===== config.mk =====
export PLATFORM = sky130hd
export DESIGN_NAME = running_regression_slope_corr_unit
export DESIGN_NICKNAME = d
export VERILOG_FILES = /design/src/design/rrsc_pkg.sv /design/src/design/running_regression_slope_corr_unit.sv /design/src/design/rrsc_mul.sv /design/src/design/rrsc_div.sv /design/src/design/rrsc_sqrt.sv
export SDC_FILE = /design/constraint.sdc
export NUM_CORES = 2
export LEC_CHECK = 0
export ABC_CLOCK_PERIOD_IN_PS = 10700
export BUFFER_PORTS_ARGS = -buffer_cell sky130_fd_sc_hd__buf_2
export CAP_MARGIN = 20
export CELL_PAD_IN_SITES_DETAIL_PLACEMENT = 1
export CELL_PAD_IN_SITES_GLOBAL_PLACEMENT = 2
export CORE_MARGIN = 5
export CORE_UTILIZATION = 40
export DETAILED_ROUTE_END_ITERATION = 8
export MAX_ROUTING_LAYER = met4
export PLACE_DENSITY = 0.75
export SLEW_MARGIN = 30
export SYNTH_ARGS = -nofsm -noshare
export SYNTH_HDL_FRONTEND = slang
export SYNTH_SLANG_ARGS = --single-unit

===== constraint.sdc =====
create_clock -name clk_i -period 10.7 [get_ports clk_i]
set_input_delay 3.21 -clock clk_i [delete_from_list [all_inputs] [get_ports clk_i]]
set_output_delay 3.21 -clock clk_i [all_outputs]
set_load 0.1 [all_outputs]

===== src/design/rrsc_pkg.sv =====
// ----------------------------------------------------------------------------
// rrsc_pkg: shared constants and types for the running regression unit
// Sample and count widths, divider and root sizes, fixed-point scales,
// sequencer states and the order of the serial products.
// ----------------------------------------------------------------------------
package rrsc_pkg;

  localparam int SAMPLE_BITS = 16;
  localparam int COUNT_BITS  = 16;

  // quotient bits produced by the shared divider
  localparam int DIV_QB      = 32;
  // bits of the integer square root result
  localparam int ROOT_BITS   = 16;

  // slope is Q.12, correlation is Q1.14 (square taken inside the root)
  localparam int SLOPE_FRAC  = 12;
  localparam int CORR_SHIFT  = 28;
  localparam logic [ROOT_BITS-1:0] CORR_ONE = 16'd16384;

  localparam logic [31:0] SLOPE_NEG_LIM = 32'h8000_0000;
  localparam logic [31:0] SLOPE_POS_LIM = 32'h7fff_ffff;

  // serial products in the order the sequencer runs them
  typedef enum logic [3:0] {
    MS_XX,
    MS_YY,
    MS_XY,
    MS_NXY,
    MS_SXSY,
    MS_NXX,
    MS_SXSX,
    MS_NYY,
    MS_SYSY,
    MS_DXDY,
    MS_NUMSQ
  } mul_step_e;

  typedef enum logic [3:0] {
    ST_IDLE,
    ST_MUL_GO,
    ST_MUL_RUN,
    ST_DIVS_GO,
    ST_DIVS_RUN,
    ST_DIVC_GO,
    ST_DIVC_RUN,
    ST_SQRT_GO,
    ST_SQRT_RUN,
    ST_DONE
  } state_e;

endpackage


===== src/design/running_regression_slope_corr_unit.sv =====
// ----------------------------------------------------------------------------
// running_regression_slope_corr_unit: running least-squares slope and
// Pearson correlation over (x, y) sample pairs
// Keeps count and exact sums; reports slope Q.12 and correlation Q1.14.
// ----------------------------------------------------------------------------
// One request is processed at a time. The bit-serial multiplier runs eleven
// products in turn (three sample squares and cross terms, six count/sum cross
// terms, dx*dy and num*num); the three sample products are skipped once the
// count is full. A 32-bit restoring divider then forms the slope and the
// correlation ratio, and the root follows. An item finishes sooner with small
// operands; a non-positive denominator skips its divide. The next request is
// taken while a result waits in the output register. Once the count is at its
// maximum, samples leave the sums alone and count_full is set.
// ----------------------------------------------------------------------------
module running_regression_slope_corr_unit #(
  parameter int SAMPLE_BITS = rrsc_pkg::SAMPLE_BITS,
  parameter int COUNT_BITS  = rrsc_pkg::COUNT_BITS
) (
  input  logic               clk_i,
  input  logic               rst_ni,
  input  logic               in_valid_i,
  output logic               in_stall_o,
  input  logic signed [15:0] sample_x_i,
  input  logic signed [15:0] sample_y_i,
  output logic               out_valid_o,
  input  logic               out_stall_i,
  output logic [15:0]        sample_count_o,
  output logic signed [31:0] slope_o,
  output logic               slope_valid_o,
  output logic signed [15:0] correlation_o,
  output logic               correlation_valid_o,
  output logic               count_full_o
);

  localparam int SB = SAMPLE_BITS;
  localparam int CB = COUNT_BITS;
  localparam int SW = SB + CB;
  localparam int QW = 2*SB + CB;
  localparam int MW = 2*SB + 2*CB;
  localparam int OW = MW + 1;
  localparam int PW = 2*MW + 2;
  localparam int DW = 2*MW + rrsc_pkg::DIV_QB + 1;
  localparam int QB = rrsc_pkg::DIV_QB;
  localparam int RB = rrsc_pkg::ROOT_BITS;

  localparam logic [QB-1:0] SLOPE_NEG = rrsc_pkg::SLOPE_NEG_LIM;
  localparam logic [QB-1:0] SLOPE_POS = rrsc_pkg::SLOPE_POS_LIM;

  rrsc_pkg::state_e    state_q, state_d;
  rrsc_pkg::mul_step_e step_q;

  logic signed [SB-1:0] x_in, y_in, x_q, y_q;
  logic [CB-1:0]        cnt_q;
  logic signed [SW-1:0] sum_x_q, sum_y_q;
  logic signed [QW-1:0] sum_xx_q, sum_yy_q, sum_xy_q;
  logic signed [OW-1:0] t1_q, num_q, dx_q, dy_q, nval;
  logic [2*MW-1:0]      dd_q, nsq_q;
  logic signed [31:0]   slope_q, slope_d;
  logic [QB-1:0]        rt_q, qs;
  logic signed [15:0]   corr_q, corr_d;
  logic [RB-1:0]        root, rc;
  logic [MW-1:0]        nabs;

  logic accept, room, sv, cv, num_neg, out_load;
  logic mul_start, mul_done, div_start, div_done, sqrt_start, sqrt_done;
  logic signed [OW-1:0] op_a, op_b;
  logic signed [PW-1:0] mul_p;
  logic [DW-1:0]        div_num, div_den;
  logic [QB-1:0]        div_quo;

  logic                 out_valid_q;
  logic [15:0]          cnt_out_q;
  logic signed [31:0]   slope_out_q;
  logic signed [15:0]   corr_out_q;
  logic                 sv_out_q, cv_out_q, full_out_q;

  // read the low SAMPLE_BITS bits as two's complement
  assign x_in = $signed(SB'($unsigned(sample_x_i)));
  assign y_in = $signed(SB'($unsigned(sample_y_i)));

  assign room    = cnt_q != '1;
  assign accept  = (state_q == rrsc_pkg::ST_IDLE) && in_valid_i;
  assign nval    = OW'($signed({1'b0, cnt_q}));
  assign sv      = !dx_q[OW-1] && (dx_q != '0);
  assign cv      = sv && !dy_q[OW-1] && (dy_q != '0);
  assign num_neg = num_q[OW-1];
  assign nabs    = num_neg ? MW'(-num_q) : MW'(num_q);

  // next state
  always_comb begin
    state_d = state_q;
    case (state_q)
      rrsc_pkg::ST_IDLE:     if (in_valid_i) state_d = rrsc_pkg::ST_MUL_GO;
      rrsc_pkg::ST_MUL_GO:   state_d = rrsc_pkg::ST_MUL_RUN;
      rrsc_pkg::ST_MUL_RUN: begin
        if (mul_done) begin
          state_d = (step_q == rrsc_pkg::MS_NUMSQ) ? rrsc_pkg::ST_DIVS_GO
                                                   : rrsc_pkg::ST_MUL_GO;
        end
      end
      rrsc_pkg::ST_DIVS_GO:  state_d = sv ? rrsc_pkg::ST_DIVS_RUN : rrsc_pkg::ST_DIVC_GO;
      rrsc_pkg::ST_DIVS_RUN: if (div_done) state_d = rrsc_pkg::ST_DIVC_GO;
      rrsc_pkg::ST_DIVC_GO:  state_d = cv ? rrsc_pkg::ST_DIVC_RUN : rrsc_pkg::ST_DONE;
      rrsc_pkg::ST_DIVC_RUN: if (div_done) state_d = rrsc_pkg::ST_SQRT_GO;
      rrsc_pkg::ST_SQRT_GO:  state_d = rrsc_pkg::ST_SQRT_RUN;
      rrsc_pkg::ST_SQRT_RUN: if (sqrt_done) state_d = rrsc_pkg::ST_DONE;
      rrsc_pkg::ST_DONE:     if (!out_valid_q || !out_stall_i) state_d = rrsc_pkg::ST_IDLE;
      default:               state_d = rrsc_pkg::ST_IDLE;
    endcase
  end

  // control outputs
  always_comb begin
    in_stall_o = state_q != rrsc_pkg::ST_IDLE;
    mul_start  = state_q == rrsc_pkg::ST_MUL_GO;
    div_start  = ((state_q == rrsc_pkg::ST_DIVS_GO) && sv) ||
                 ((state_q == rrsc_pkg::ST_DIVC_GO) && cv);
    sqrt_start = state_q == rrsc_pkg::ST_SQRT_GO;
    out_load   = (state_q == rrsc_pkg::ST_DONE) && (!out_valid_q || !out_stall_i);
  end

  always_ff @(posedge clk_i or negedge rst_ni) begin
    if (!rst_ni) begin
      state_q <= rrsc_pkg::ST_IDLE;
    end else begin
      state_q <= state_d;
    end
  end

  // pick multiplier operands for the current product
  always_comb begin
    case (step_q)
      rrsc_pkg::MS_XX:    begin op_a = OW'(x_q);     op_b = OW'(x_q);     end
      rrsc_pkg::MS_YY:    begin op_a = OW'(y_q);     op_b = OW'(y_q);     end
      rrsc_pkg::MS_XY:    begin op_a = OW'(x_q);     op_b = OW'(y_q);     end
      rrsc_pkg::MS_NXY:   begin op_a = OW'(sum_xy_q); op_b = nval;        end
      rrsc_pkg::MS_SXSY:  begin op_a = OW'(sum_x_q); op_b = OW'(sum_y_q); end
      rrsc_pkg::MS_NXX:   begin op_a = OW'(sum_xx_q); op_b = nval;        end
      rrsc_pkg::MS_SXSX:  begin op_a = OW'(sum_x_q); op_b = OW'(sum_x_q); end
      rrsc_pkg::MS_NYY:   begin op_a = OW'(sum_yy_q); op_b = nval;        end
      rrsc_pkg::MS_SYSY:  begin op_a = OW'(sum_y_q); op_b = OW'(sum_y_q); end
      rrsc_pkg::MS_DXDY:  begin op_a = dx_q;         op_b = dy_q;         end
      rrsc_pkg::MS_NUMSQ: begin op_a = num_q;        op_b = num_q;        end
      default:            begin op_a = '0;           op_b = '0;           end
    endcase
  end

  rrsc_mul #(.MW(MW)) u_mul (
    .clk_i   (clk_i),
    .rst_ni  (rst_ni),
    .start_i (mul_start),
    .a_i     (op_a),
    .b_i     (op_b),
    .done_o  (mul_done),
    .p_o     (mul_p)
  );

  // select dividend and divisor for slope or correlation
  always_comb begin
    if (state_q == rrsc_pkg::ST_DIVS_GO) begin
      div_num = DW'(nabs) << rrsc_pkg::SLOPE_FRAC;
      div_den = DW'(MW'(dx_q));
    end else begin
      div_num = DW'(nsq_q) << rrsc_pkg::CORR_SHIFT;
      div_den = DW'(dd_q);
    end
  end

  rrsc_div #(.DW(DW)) u_div (
    .clk_i   (clk_i),
    .rst_ni  (rst_ni),
    .start_i (div_start),
    .num_i   (div_num),
    .den_i   (div_den),
    .done_o  (div_done),
    .quo_o   (div_quo)
  );

  rrsc_sqrt u_sqrt (
    .clk_i   (clk_i),
    .rst_ni  (rst_ni),
    .start_i (sqrt_start),
    .rad_i   (rt_q),
    .done_o  (sqrt_done),
    .root_o  (root)
  );

  // saturate slope by sign
  always_comb begin
    if (num_neg) begin
      qs      = (div_quo > SLOPE_NEG) ? SLOPE_NEG : div_quo;
      slope_d = $signed(32'(-{1'b0, qs}));
    end else begin
      qs      = (div_quo > SLOPE_POS) ? SLOPE_POS : div_quo;
      slope_d = $signed(qs);
    end
  end

  // clamp and sign the correlation
  assign rc     = (root > rrsc_pkg::CORR_ONE) ? rrsc_pkg::CORR_ONE : root;
  assign corr_d = num_neg ? -$signed(rc) : $signed(rc);

  // count and sums
  always_ff @(posedge clk_i or negedge rst_ni) begin
    if (!rst_ni) begin
      cnt_q    <= '0;
      sum_x_q  <= '0;
      sum_y_q  <= '0;
      sum_xx_q <= '0;
      sum_yy_q <= '0;
      sum_xy_q <= '0;
    end else if (accept && room) begin
      cnt_q   <= cnt_q + 1'b1;
      sum_x_q <= sum_x_q + SW'(x_in);
      sum_y_q <= sum_y_q + SW'(y_in);
    end else if ((state_q == rrsc_pkg::ST_MUL_RUN) && mul_done) begin
      case (step_q)
        rrsc_pkg::MS_XX: sum_xx_q <= sum_xx_q + QW'(mul_p);
        rrsc_pkg::MS_YY: sum_yy_q <= sum_yy_q + QW'(mul_p);
        rrsc_pkg::MS_XY: sum_xy_q <= sum_xy_q + QW'(mul_p);
        default: ;
      endcase
    end
  end

  // step sequence and intermediate results
  always_ff @(posedge clk_i or negedge rst_ni) begin
    if (!rst_ni) begin
      step_q <= rrsc_pkg::MS_XX;
    end else if (accept) begin
      step_q <= room ? rrsc_pkg::MS_XX : rrsc_pkg::MS_NXY;
    end else if ((state_q == rrsc_pkg::ST_MUL_RUN) && mul_done) begin
      step_q <= rrsc_pkg::mul_step_e'(step_q + 4'd1);
    end
  end

  always_ff @(posedge clk_i) begin
    if (accept) begin
      x_q     <= x_in;
      y_q     <= y_in;
      slope_q <= '0;
      corr_q  <= '0;
    end
    if ((state_q == rrsc_pkg::ST_MUL_RUN) && mul_done) begin
      case (step_q)
        rrsc_pkg::MS_NXY,
        rrsc_pkg::MS_NXX,
        rrsc_pkg::MS_NYY:   t1_q  <= OW'(mul_p);
        rrsc_pkg::MS_SXSY:  num_q <= t1_q - OW'(mul_p);
        rrsc_pkg::MS_SXSX:  dx_q  <= t1_q - OW'(mul_p);
        rrsc_pkg::MS_SYSY:  dy_q  <= t1_q - OW'(mul_p);
        rrsc_pkg::MS_DXDY:  dd_q  <= mul_p[2*MW-1:0];
        rrsc_pkg::MS_NUMSQ: nsq_q <= mul_p[2*MW-1:0];
        default: ;
      endcase
    end
    if ((state_q == rrsc_pkg::ST_DIVS_RUN) && div_done) begin
      slope_q <= slope_d;
    end
    if ((state_q == rrsc_pkg::ST_DIVC_RUN) && div_done) begin
      rt_q <= div_quo;
    end
    if ((state_q == rrsc_pkg::ST_SQRT_RUN) && sqrt_done) begin
      corr_q <= corr_d;
    end
  end

  // output register: hold until taken
  always_ff @(posedge clk_i or negedge rst_ni) begin
    if (!rst_ni) begin
      out_valid_q <= 1'b0;
    end else if (out_load) begin
      out_valid_q <= 1'b1;
    end else if (!out_stall_i) begin
      out_valid_q <= 1'b0;
    end
  end

  always_ff @(posedge clk_i) begin
    if (out_load) begin
      cnt_out_q   <= 16'(cnt_q);
      slope_out_q <= slope_q;
      sv_out_q    <= sv;
      corr_out_q  <= corr_q;
      cv_out_q    <= cv;
      full_out_q  <= !room;
    end
  end

  assign out_valid_o         = out_valid_q;
  assign sample_count_o      = cnt_out_q;
  assign slope_o             = slope_out_q;
  assign slope_valid_o       = sv_out_q;
  assign correlation_o       = corr_out_q;
  assign correlation_valid_o = cv_out_q;
  assign count_full_o        = full_out_q;

endmodule


===== src/design/rrsc_mul.sv =====
// ----------------------------------------------------------------------------
// rrsc_mul: bit-serial signed multiplier
// Shift-and-add over the magnitude of b, one multiplier bit per cycle; stops
// as soon as the remaining multiplier bits are all zero.
// ----------------------------------------------------------------------------
module rrsc_mul #(
  parameter int MW = 64
) (
  input  logic                  clk_i,
  input  logic                  rst_ni,
  input  logic                  start_i,
  input  logic signed [MW:0]    a_i,
  input  logic signed [MW:0]    b_i,
  output logic                  done_o,
  output logic signed [2*MW+1:0] p_o
);

  logic [MW-1:0]   amag, bmag;
  logic [2*MW-1:0] acc_q, am_q;
  logic [MW-1:0]   bm_q;
  logic            neg_q, busy_q;

  // take operand magnitudes
  assign amag = a_i[MW] ? MW'(-a_i) : MW'(a_i);
  assign bmag = b_i[MW] ? MW'(-b_i) : MW'(b_i);

  assign done_o = busy_q && (bm_q == '0);

  // busy from start until the multiplier bits run out
  always_ff @(posedge clk_i or negedge rst_ni) begin
    if (!rst_ni) begin
      busy_q <= 1'b0;
    end else if (start_i) begin
      busy_q <= 1'b1;
    end else if (done_o) begin
      busy_q <= 1'b0;
    end
  end

  // shift and add one bit per cycle
  always_ff @(posedge clk_i) begin
    if (start_i) begin
      acc_q <= '0;
      am_q  <= (2*MW)'(amag);
      bm_q  <= bmag;
      neg_q <= a_i[MW] ^ b_i[MW];
    end else if (busy_q && (bm_q != '0)) begin
      if (bm_q[0]) begin
        acc_q <= acc_q + am_q;
      end
      am_q <= am_q << 1;
      bm_q <= bm_q >> 1;
    end
  end

  // apply the sign
  assign p_o = neg_q ? -$signed({2'b00, acc_q}) : $signed({2'b00, acc_q});

endmodule


===== src/design/rrsc_div.sv =====
// ----------------------------------------------------------------------------
// rrsc_div: restoring divider, one quotient bit per cycle
// Produces min(num / den, 2^DIV_QB - 1) for a nonzero den.
// ----------------------------------------------------------------------------
module rrsc_div #(
  parameter int DW = 161
) (
  input  logic                        clk_i,
  input  logic                        rst_ni,
  input  logic                        start_i,
  input  logic [DW-1:0]               num_i,
  input  logic [DW-1:0]               den_i,
  output logic                        done_o,
  output logic [rrsc_pkg::DIV_QB-1:0] quo_o
);

  localparam int QB = rrsc_pkg::DIV_QB;
  localparam int CW = $clog2(QB);

  logic [DW-1:0] rem_q, den_q;
  logic [QB-1:0] quo_q;
  logic [CW-1:0] cnt_q;
  logic          busy_q, done_q, sat_q;
  logic          ge, last;

  assign ge   = rem_q >= den_q;
  assign last = cnt_q == CW'(QB - 1);

  // hold busy until the last quotient bit, flag the end
  always_ff @(posedge clk_i or negedge rst_ni) begin
    if (!rst_ni) begin
      busy_q <= 1'b0;
      done_q <= 1'b0;
    end else begin
      done_q <= busy_q && last;
      if (start_i) begin
        busy_q <= 1'b1;
      end else if (busy_q && last) begin
        busy_q <= 1'b0;
      end
    end
  end

  // subtract the shifted divisor where it fits
  always_ff @(posedge clk_i) begin
    if (start_i) begin
      rem_q <= num_i;
      den_q <= den_i << (QB - 1);
      sat_q <= num_i >= (den_i << QB);
      quo_q <= '0;
      cnt_q <= '0;
    end else if (busy_q) begin
      if (ge) begin
        rem_q <= rem_q - den_q;
      end
      quo_q <= {quo_q[QB-2:0], ge};
      den_q <= den_q >> 1;
      cnt_q <= cnt_q + 1'b1;
    end
  end

  assign done_o = done_q;
  assign quo_o  = sat_q ? '1 : quo_q;

endmodule


===== src/design/rrsc_sqrt.sv =====
// ----------------------------------------------------------------------------
// rrsc_sqrt: integer square root, one result bit per cycle
// Tries each bit from the top and keeps it while the square stays in range.
// ----------------------------------------------------------------------------
module rrsc_sqrt (
  input  logic                           clk_i,
  input  logic                           rst_ni,
  input  logic                           start_i,
  input  logic [2*rrsc_pkg::ROOT_BITS-1:0] rad_i,
  output logic                           done_o,
  output logic [rrsc_pkg::ROOT_BITS-1:0] root_o
);

  localparam int RB = rrsc_pkg::ROOT_BITS;

  logic [2*RB-1:0] rad_q, sq;
  logic [RB-1:0]   root_q, bit_q, cand;
  logic            busy_q, done_q;

  assign cand = root_q | bit_q;
  assign sq   = (2*RB)'(cand) * (2*RB)'(cand);

  // run until the lowest bit is tried
  always_ff @(posedge clk_i or negedge rst_ni) begin
    if (!rst_ni) begin
      busy_q <= 1'b0;
      done_q <= 1'b0;
    end else begin
      done_q <= busy_q && bit_q[0];
      if (start_i) begin
        busy_q <= 1'b1;
      end else if (busy_q && bit_q[0]) begin
        busy_q <= 1'b0;
      end
    end
  end

  // keep the trial bit when its square fits
  always_ff @(posedge clk_i) begin
    if (start_i) begin
      rad_q  <= rad_i;
      root_q <= '0;
      bit_q  <= {1'b1, {(RB-1){1'b0}}};
    end else if (busy_q) begin
      if (sq <= rad_q) begin
        root_q <= cand;
      end
      bit_q <= bit_q >> 1;
    end
  end

  assign done_o = done_q;
  assign root_o = root_q;

endmodule


* After elaboration in Yosys (flattened, before gate mapping)
Index checks and enable logic that the tools add are counted.
** Storage, ports and cells
- Register bits after elaboration :: 1678
- Input bits :: 36
** Operators by class
- Equality and inequality tests :: 28
- Muxes and demuxes :: 48
- Order comparisons :: 6
- Bitwise logic cells :: 3
- Multipliers :: 1
- Reductions and logical operators :: 57
- $add $sub $neg :: 17
** Operators by type and width (count)
- 161-bit two-way mux :: 5
- 65-bit case mux with 9 select lines :: 1
- 65-bit case mux with 7 select lines :: 1
- 64-bit two-way mux :: 7
- 32-bit two-way mux :: 6
- 64-bit negation :: 3
- 156-bit by 161-bit >= comparator with 1-bit output :: 1
- 161-bit >= comparator :: 1
- 161-bit subtractor :: 1
- 156-bit two-way mux :: 1
- 48-bit adder :: 3
- 130-bit two-way mux :: 1
- 65-bit nonzero test :: 2
- 128-bit adder :: 1
- 128-bit two-way mux :: 1
- 128-bit negation :: 1
- 65-bit subtractor :: 1
- 32-bit by 16-bit adder with 32-bit output :: 2
- 64-bit logical NOT :: 1
- 16-bit two-way mux :: 4
- 64-bit nonzero test :: 1
- 4-bit case mux with 10 select lines :: 1
- 4-bit two-way mux :: 9
- 4-bit by 3-bit equality test with 1-bit output (second input constant) :: 8
- 33 further kinds :: 97

* Depth between registers and ports, before layout
- Depth after elaboration :: 8
- Mapped depth :: 44
- Depth with buffers taken out :: 42

* By module
A second synthesis with hierarchy kept.
** Second synthesis, totals
- Cells, all modules :: 13277
- Area total of the unflattened synthesis :: 118875.3 um2
** Modules (own cells, without submodules)
- running_regression_slope_corr_unit :: sequential area each 26700.6 um2, cells an instance 5087, instances 1, area an instance 52298.9 um2
- rrsc_div :: sequential area each 10179.8 um2, cells an instance 3734, instances 1, area an instance 30382.9 um2
- rrsc_mul :: sequential area each 7742.4 um2, cells an instance 3322, instances 1, area an instance 25926.1 um2
- rrsc_sqrt :: sequential area each 1651.6 um2, cells an instance 1134, instances 1, area an instance 10267.3 um2

* Least setup slack after synthesis
OpenSTA, ideal clock, no wires.
- Path kind :: register to register
- Start point :: register u_sqrt.root_q[3], in the netlist u_sqrt.root_o[3]
- End point :: register u_sqrt.root_q[10], in the netlist u_sqrt.root_o[10]
- Buffers on the path :: 2
- Cell stages (with the launch flop) :: 44
- Clock period less this slack :: 8.382 ns
- Required time :: 10.640 ns
- Path slack :: 2.318 ns
- Library setup time :: 0.060 ns
- Data arrival time :: 8.322 ns
- Cells stage by stage :: dfxtp_1 -> clkbuf_1 -> nor2_1 -> clkinv_1 -> nand2_1 -> inv_1 -> fa_1 -> inv_1 -> fa_1 -> inv_1 -> fa_1 -> inv_1 -> fa_1 -> inv_1 -> fa_1 -> inv_1 -> fa_1 -> inv_1 -> (+8 left out) -> and2_1 -> o21ai_0 -> nand2b_1 -> xor2_1 -> ha_1 -> a21oi_1 -> nor2b_1 -> o21ai_0 -> nand2b_1 -> a21oi_1 -> nor2b_1 -> o21ai_0 -> nand4b_1 -> a21oi_1 -> o31ai_1 -> nand2_1 -> clkbuf_1 -> a22o_1
** Between the ends
- Longest elaborated chain between the ends :: 4
** Ends and longest elaborated chain
- start: declaration :: line rrsc_sqrt.sv:17 : logic [RB-1:0] root_q, bit_q, cand;
- start signal: assignment :: line rrsc_sqrt.sv:46 : root_q <= cand;
- 16-bit OR :: line rrsc_sqrt.sv:20 : assign cand = root_q | bit_q;
- via u_sqrt.cand[3] :: line rrsc_sqrt.sv:17
- 16-bit by 16-bit multiplier with 32-bit output :: line rrsc_sqrt.sv:21 : assign sq = (2*RB)'(cand) * (2*RB)'(cand);
- 32-bit <= comparator :: line rrsc_sqrt.sv:45 : if (sq <= rad_q) begin
- 2-bit AND reduction (no source line)
The timed path passes the listed nets, and every way through them passes these cells.
A chain may end at the register's enable or synchronous reset.

* Worst setup path after layout
- Start point :: register u_sqrt.root_q[8], in the netlist u_sqrt.root_o[8]
- End point :: register u_sqrt.root_q[6], in the netlist u_sqrt.root_o[6]
Same word-level chain as after synthesis.

==> flow_metrics.env <==
export IMPL_ys_flop_type="sky130_fd_sc_hd__edfxtp_1"
export IMPL_post_drt_wl_per_cell_um=28.0
export IMPL_syn_mean_instance_area_um2=9.14
export IMPL_top_level_ports=105
export IMPL_hold_violations=0
export IMPL_cts_resized=0
export IMPL_placed_cells_incl_taps=16300
export IMPL_grt_use_met1=0.439
export IMPL_vias_in_the_first_global_route=102000
export IMPL_hold_buffer_count_at_cts=0
export IMPL_tritoncts="built"
export IMPL_cts_setup_buffers=0
export IMPL_detailedRoute_firstIterationViolations=9124
export IMPL_status="completed"
export IMPL_detailedRoute_firstPassIterationCount=7
export IMPL_post_synth_instance_area_um2=116000
export IMPL_drc=0
export IMPL_place_gp_congestion=0.956
export IMPL_cts_clk_slew_worst_paths_ps=60
export IMPL_mostFrequentLayoutCell="sky130_fd_sc_hd__nand2_1"
export IMPL_drtAntennaViolNets=0
export IMPL_cts_buffers_inserted=206
export IMPL_met2_usage=0.468
export IMPL_grt_util_all_layers=0.309
export IMPL_timing_critical_path_max_delay_family="adder cells"
export IMPL_worst_path_max_delay_cell="sky130_fd_sc_hd__clkinv_1"
export IMPL_worst_hold_margin_ps=416
export IMPL_route_vias_total=100000
export IMPL_max_clock_freq_mhz=106
export IMPL_die_h_um=549
export IMPL_synth_edf_count=1148
export IMPL_fin_nets=13600
export IMPL_timing_critical_path_from_type="register"
export IMPL_netlist_instances=12700
export IMPL_cts_buffer_depth=4
export IMPL_grt_start_max_net_pins=172
export IMPL_synthArstFlopShare=0.142
export IMPL_worst_endpoint_required_ps=11510
export IMPL_unrepaired_setup_endpoints_after_global_routing="no"
export IMPL_max_slew_worst_pin_slew_ps=1070
export IMPL_worstPathArrival_ps=10250
export IMPL_dpl_hpwl_um=366000
export IMPL_clock_root_buffer="sky130_fd_sc_hd__clkbuf_16"
export IMPL_port_buffers=104
export IMPL_layout_cells_most_common_list="1380 x sky130_fd_sc_hd__nand2_1, 1333 x sky130_fd_sc_hd__a21oi_1, 1148 x sky130_fd_sc_hd__edfxtp_1"
export IMPL_setup_tns_final_ps=0
export IMPL_yosys_warnings=0
export IMPL_cp_max_fo=16
export IMPL_ys_seq_elements=1678
export IMPL_syn_nets=13700
export IMPL_relative_slew_margins=0.279
export IMPL_row_cnt=198
export IMPL_starting_density=0.401
export IMPL_grt_pass1_wl_um=687000
export IMPL_hold_path_class="register to register"
export IMPL_drv_max_cap_violation_count=0
export IMPL_period_share=0.881
export IMPL_timing_final_max_slew_violations=0
export IMPL_crit_top_cell="sky130_fd_sc_hd__fa_1"
export IMPL_cts_num_sinks=1678
export IMPL_detail_route_vias_per_cell=6.03
export IMPL_htreeDepth=4
export IMPL_finalClockSkew_ps=66.3
export IMPL_grt_ovfl_total=0
export IMPL_unique_cell_type_count_in_the_yosys_netlist=96
export IMPL_area_growth_synth_to_final_pct=10.7
export IMPL_worst_setup_path_type="register to register"
export IMPL_finish_cell_count_without_fillers=16700
export IMPL_floorplan_die_area_um2=302000
export IMPL_coreArea_um2=290000
export IMPL_die_x_um=549
export IMPL_finalSetupViolCount=0
export IMPL_drt_wl_total_um=467000
export IMPL_number_of_antenna_violations_at_the_first_check_in_global_routing=28
export IMPL_fraction_of_final_layout_cells_with_drive_strength_greater_than_1=0.0666
export IMPL_cp_num_buf_inv=5
export IMPL_critical_path_max_stage_delay_ps=580
export IMPL_clock_latency_ps=930
export IMPL_worstSetupEndpointType="register"
export IMPL_yosysSeqAreaShare=0.398
export IMPL_grt_busiest_layer="met2"
export IMPL_fin_crit_ps=9430
export IMPL_grtUsageMet3=0.0357
[area by class of cell]
| cell class | instances | area (um2) |
|---|---|---|
| tap | 3900 | 4880 |
| timing repair buffer | 320 | 2260 |
| antenna | 11 | 27.5 |
| sequential | 1678 | 46300 |
| multi-input combinational | 9693 | 65400 |
| inverter | 696 | 2630 |
| fill | 32900 | 161000 |
| clock buffer | 253 | 5510 |
| clock inverter | 128 | 1660 |
[synth_stat cells (all sizes together), types with 35 or more instances]
cell type | number | area, um2
o21a | 70 | 526
nor3 | 159 | 796
and3 | 66 | 413
o22ai | 35 | 219
nand4 | 253 | 1580
or2 | 61 | 387
buf | 78 | 350
a221oi | 61 | 541
nand2 | 1383 | 5190
or3 | 65 | 427
fa | 170 | 3400
edfxtp | 1148 | 34500
nand3 | 202 | 1010
a22o | 145 | 1270
a21o | 352 | 2640
xnor2 | 510 | 4470
o21bai | 119 | 893
inv | 686 | 2570
a22oi | 83 | 623
ha | 820 | 10300
dfrtp | 238 | 5960
a211oi | 73 | 548
o31ai | 107 | 803
or4 | 35 | 263
clkbuf | 575 | 2160
nor2 | 935 | 3510
nor4 | 127 | 807
a31oi | 101 | 632
xor2 | 380 | 3330
and2 | 147 | 920
mux2i | 235 | 2350
a21oi | 1335 | 6680
nor2b | 94 | 588
nand2b | 126 | 788
o21ai | 996 | 4980
dfxtp | 292 | 5850
[flip-flops by register name, indices dropped and copies added, names as in the netlist, 32 cells and up]
signal / cells
u_div.den_q: 161
u_div.rem_q: 161
dd_q: 128
nsq_q: 128
u_mul.acc_q: 128
u_mul.am_q: 128
dx_q: 65
dy_q: 65
num_q: 65
t1_q: 65
u_mul.bm_q: 64
sum_xx_q: 48
sum_xy_q: 48
sum_yy_q: 48
rt_q: 32
slope_o: 32
slope_q: 32
sum_x_q: 32
sum_y_q: 32
u_div.quo_q: 32
u_sqrt.rad_q: 32
[stage by stage]
stage	worst slack, ps	instance area [um2]	util
2_1_floorplan	2320	116000	-
3_3_place_gp	1220	121000	0.418
5_1_grt	623	129000	0.443
3_5_place_dp	1290	121000	0.418
4_1_cts	1190	128000	0.443
6_report	1270	129000	0.443
[per-layer routing]
layer	share of wire	vias up
li1	-	45900
met1	0.47	50900
met2	0.44	3020
met3	0.063	633
met4	0.031	0
met5	0	-
[worst reg2reg max path, delay by kind of cell (launching register included)]
| family | cells | cell delay [ps] |
|---|---|---|
| AO/OA/AOI/OAI | 13 | 2820 |
| buffers and inverters | 5 | 970 |
| flip-flops | 1 | 360 |
| XOR/XNOR | 1 | 140 |
| AND/OR/NAND/NOR | 10 | 1280 |
| adder cells (fa/ha/maj) | 8 | 3760 |
[path summary, 6_finish.rpt]
check                                       from           endpoint  slack [ps]  cells after the start
min in group asynchronous                 rst_ni        sum_yy_q[0]        2220                      1
max in group asynchronous                 rst_ni       sum_yy_q[46]        6780                      3
worst max register to register  u_sqrt.root_o[8]   u_sqrt.root_o[6]        1270                     37
worst max-delay path            u_sqrt.root_o[8]   u_sqrt.root_o[6]        1270                     37
worst min register to register        corr_q[14]  correlation_o[14]         420                      0
worst min-delay path                  corr_q[14]  correlation_o[14]         420                      0
[kinds of logic after synthesis]
kind of cell / share of synthesized area
compound gates: 0.202
simple gates: 0.149
flops: 0.398
buf+inv: 0.0441
fa+ha+maj: 0.118
xor+xnor: 0.0670
mux: 0.0221
Power is not shown: default switching activity piles up to over one toggle a cycle in this logic, so the estimate is an artifact.
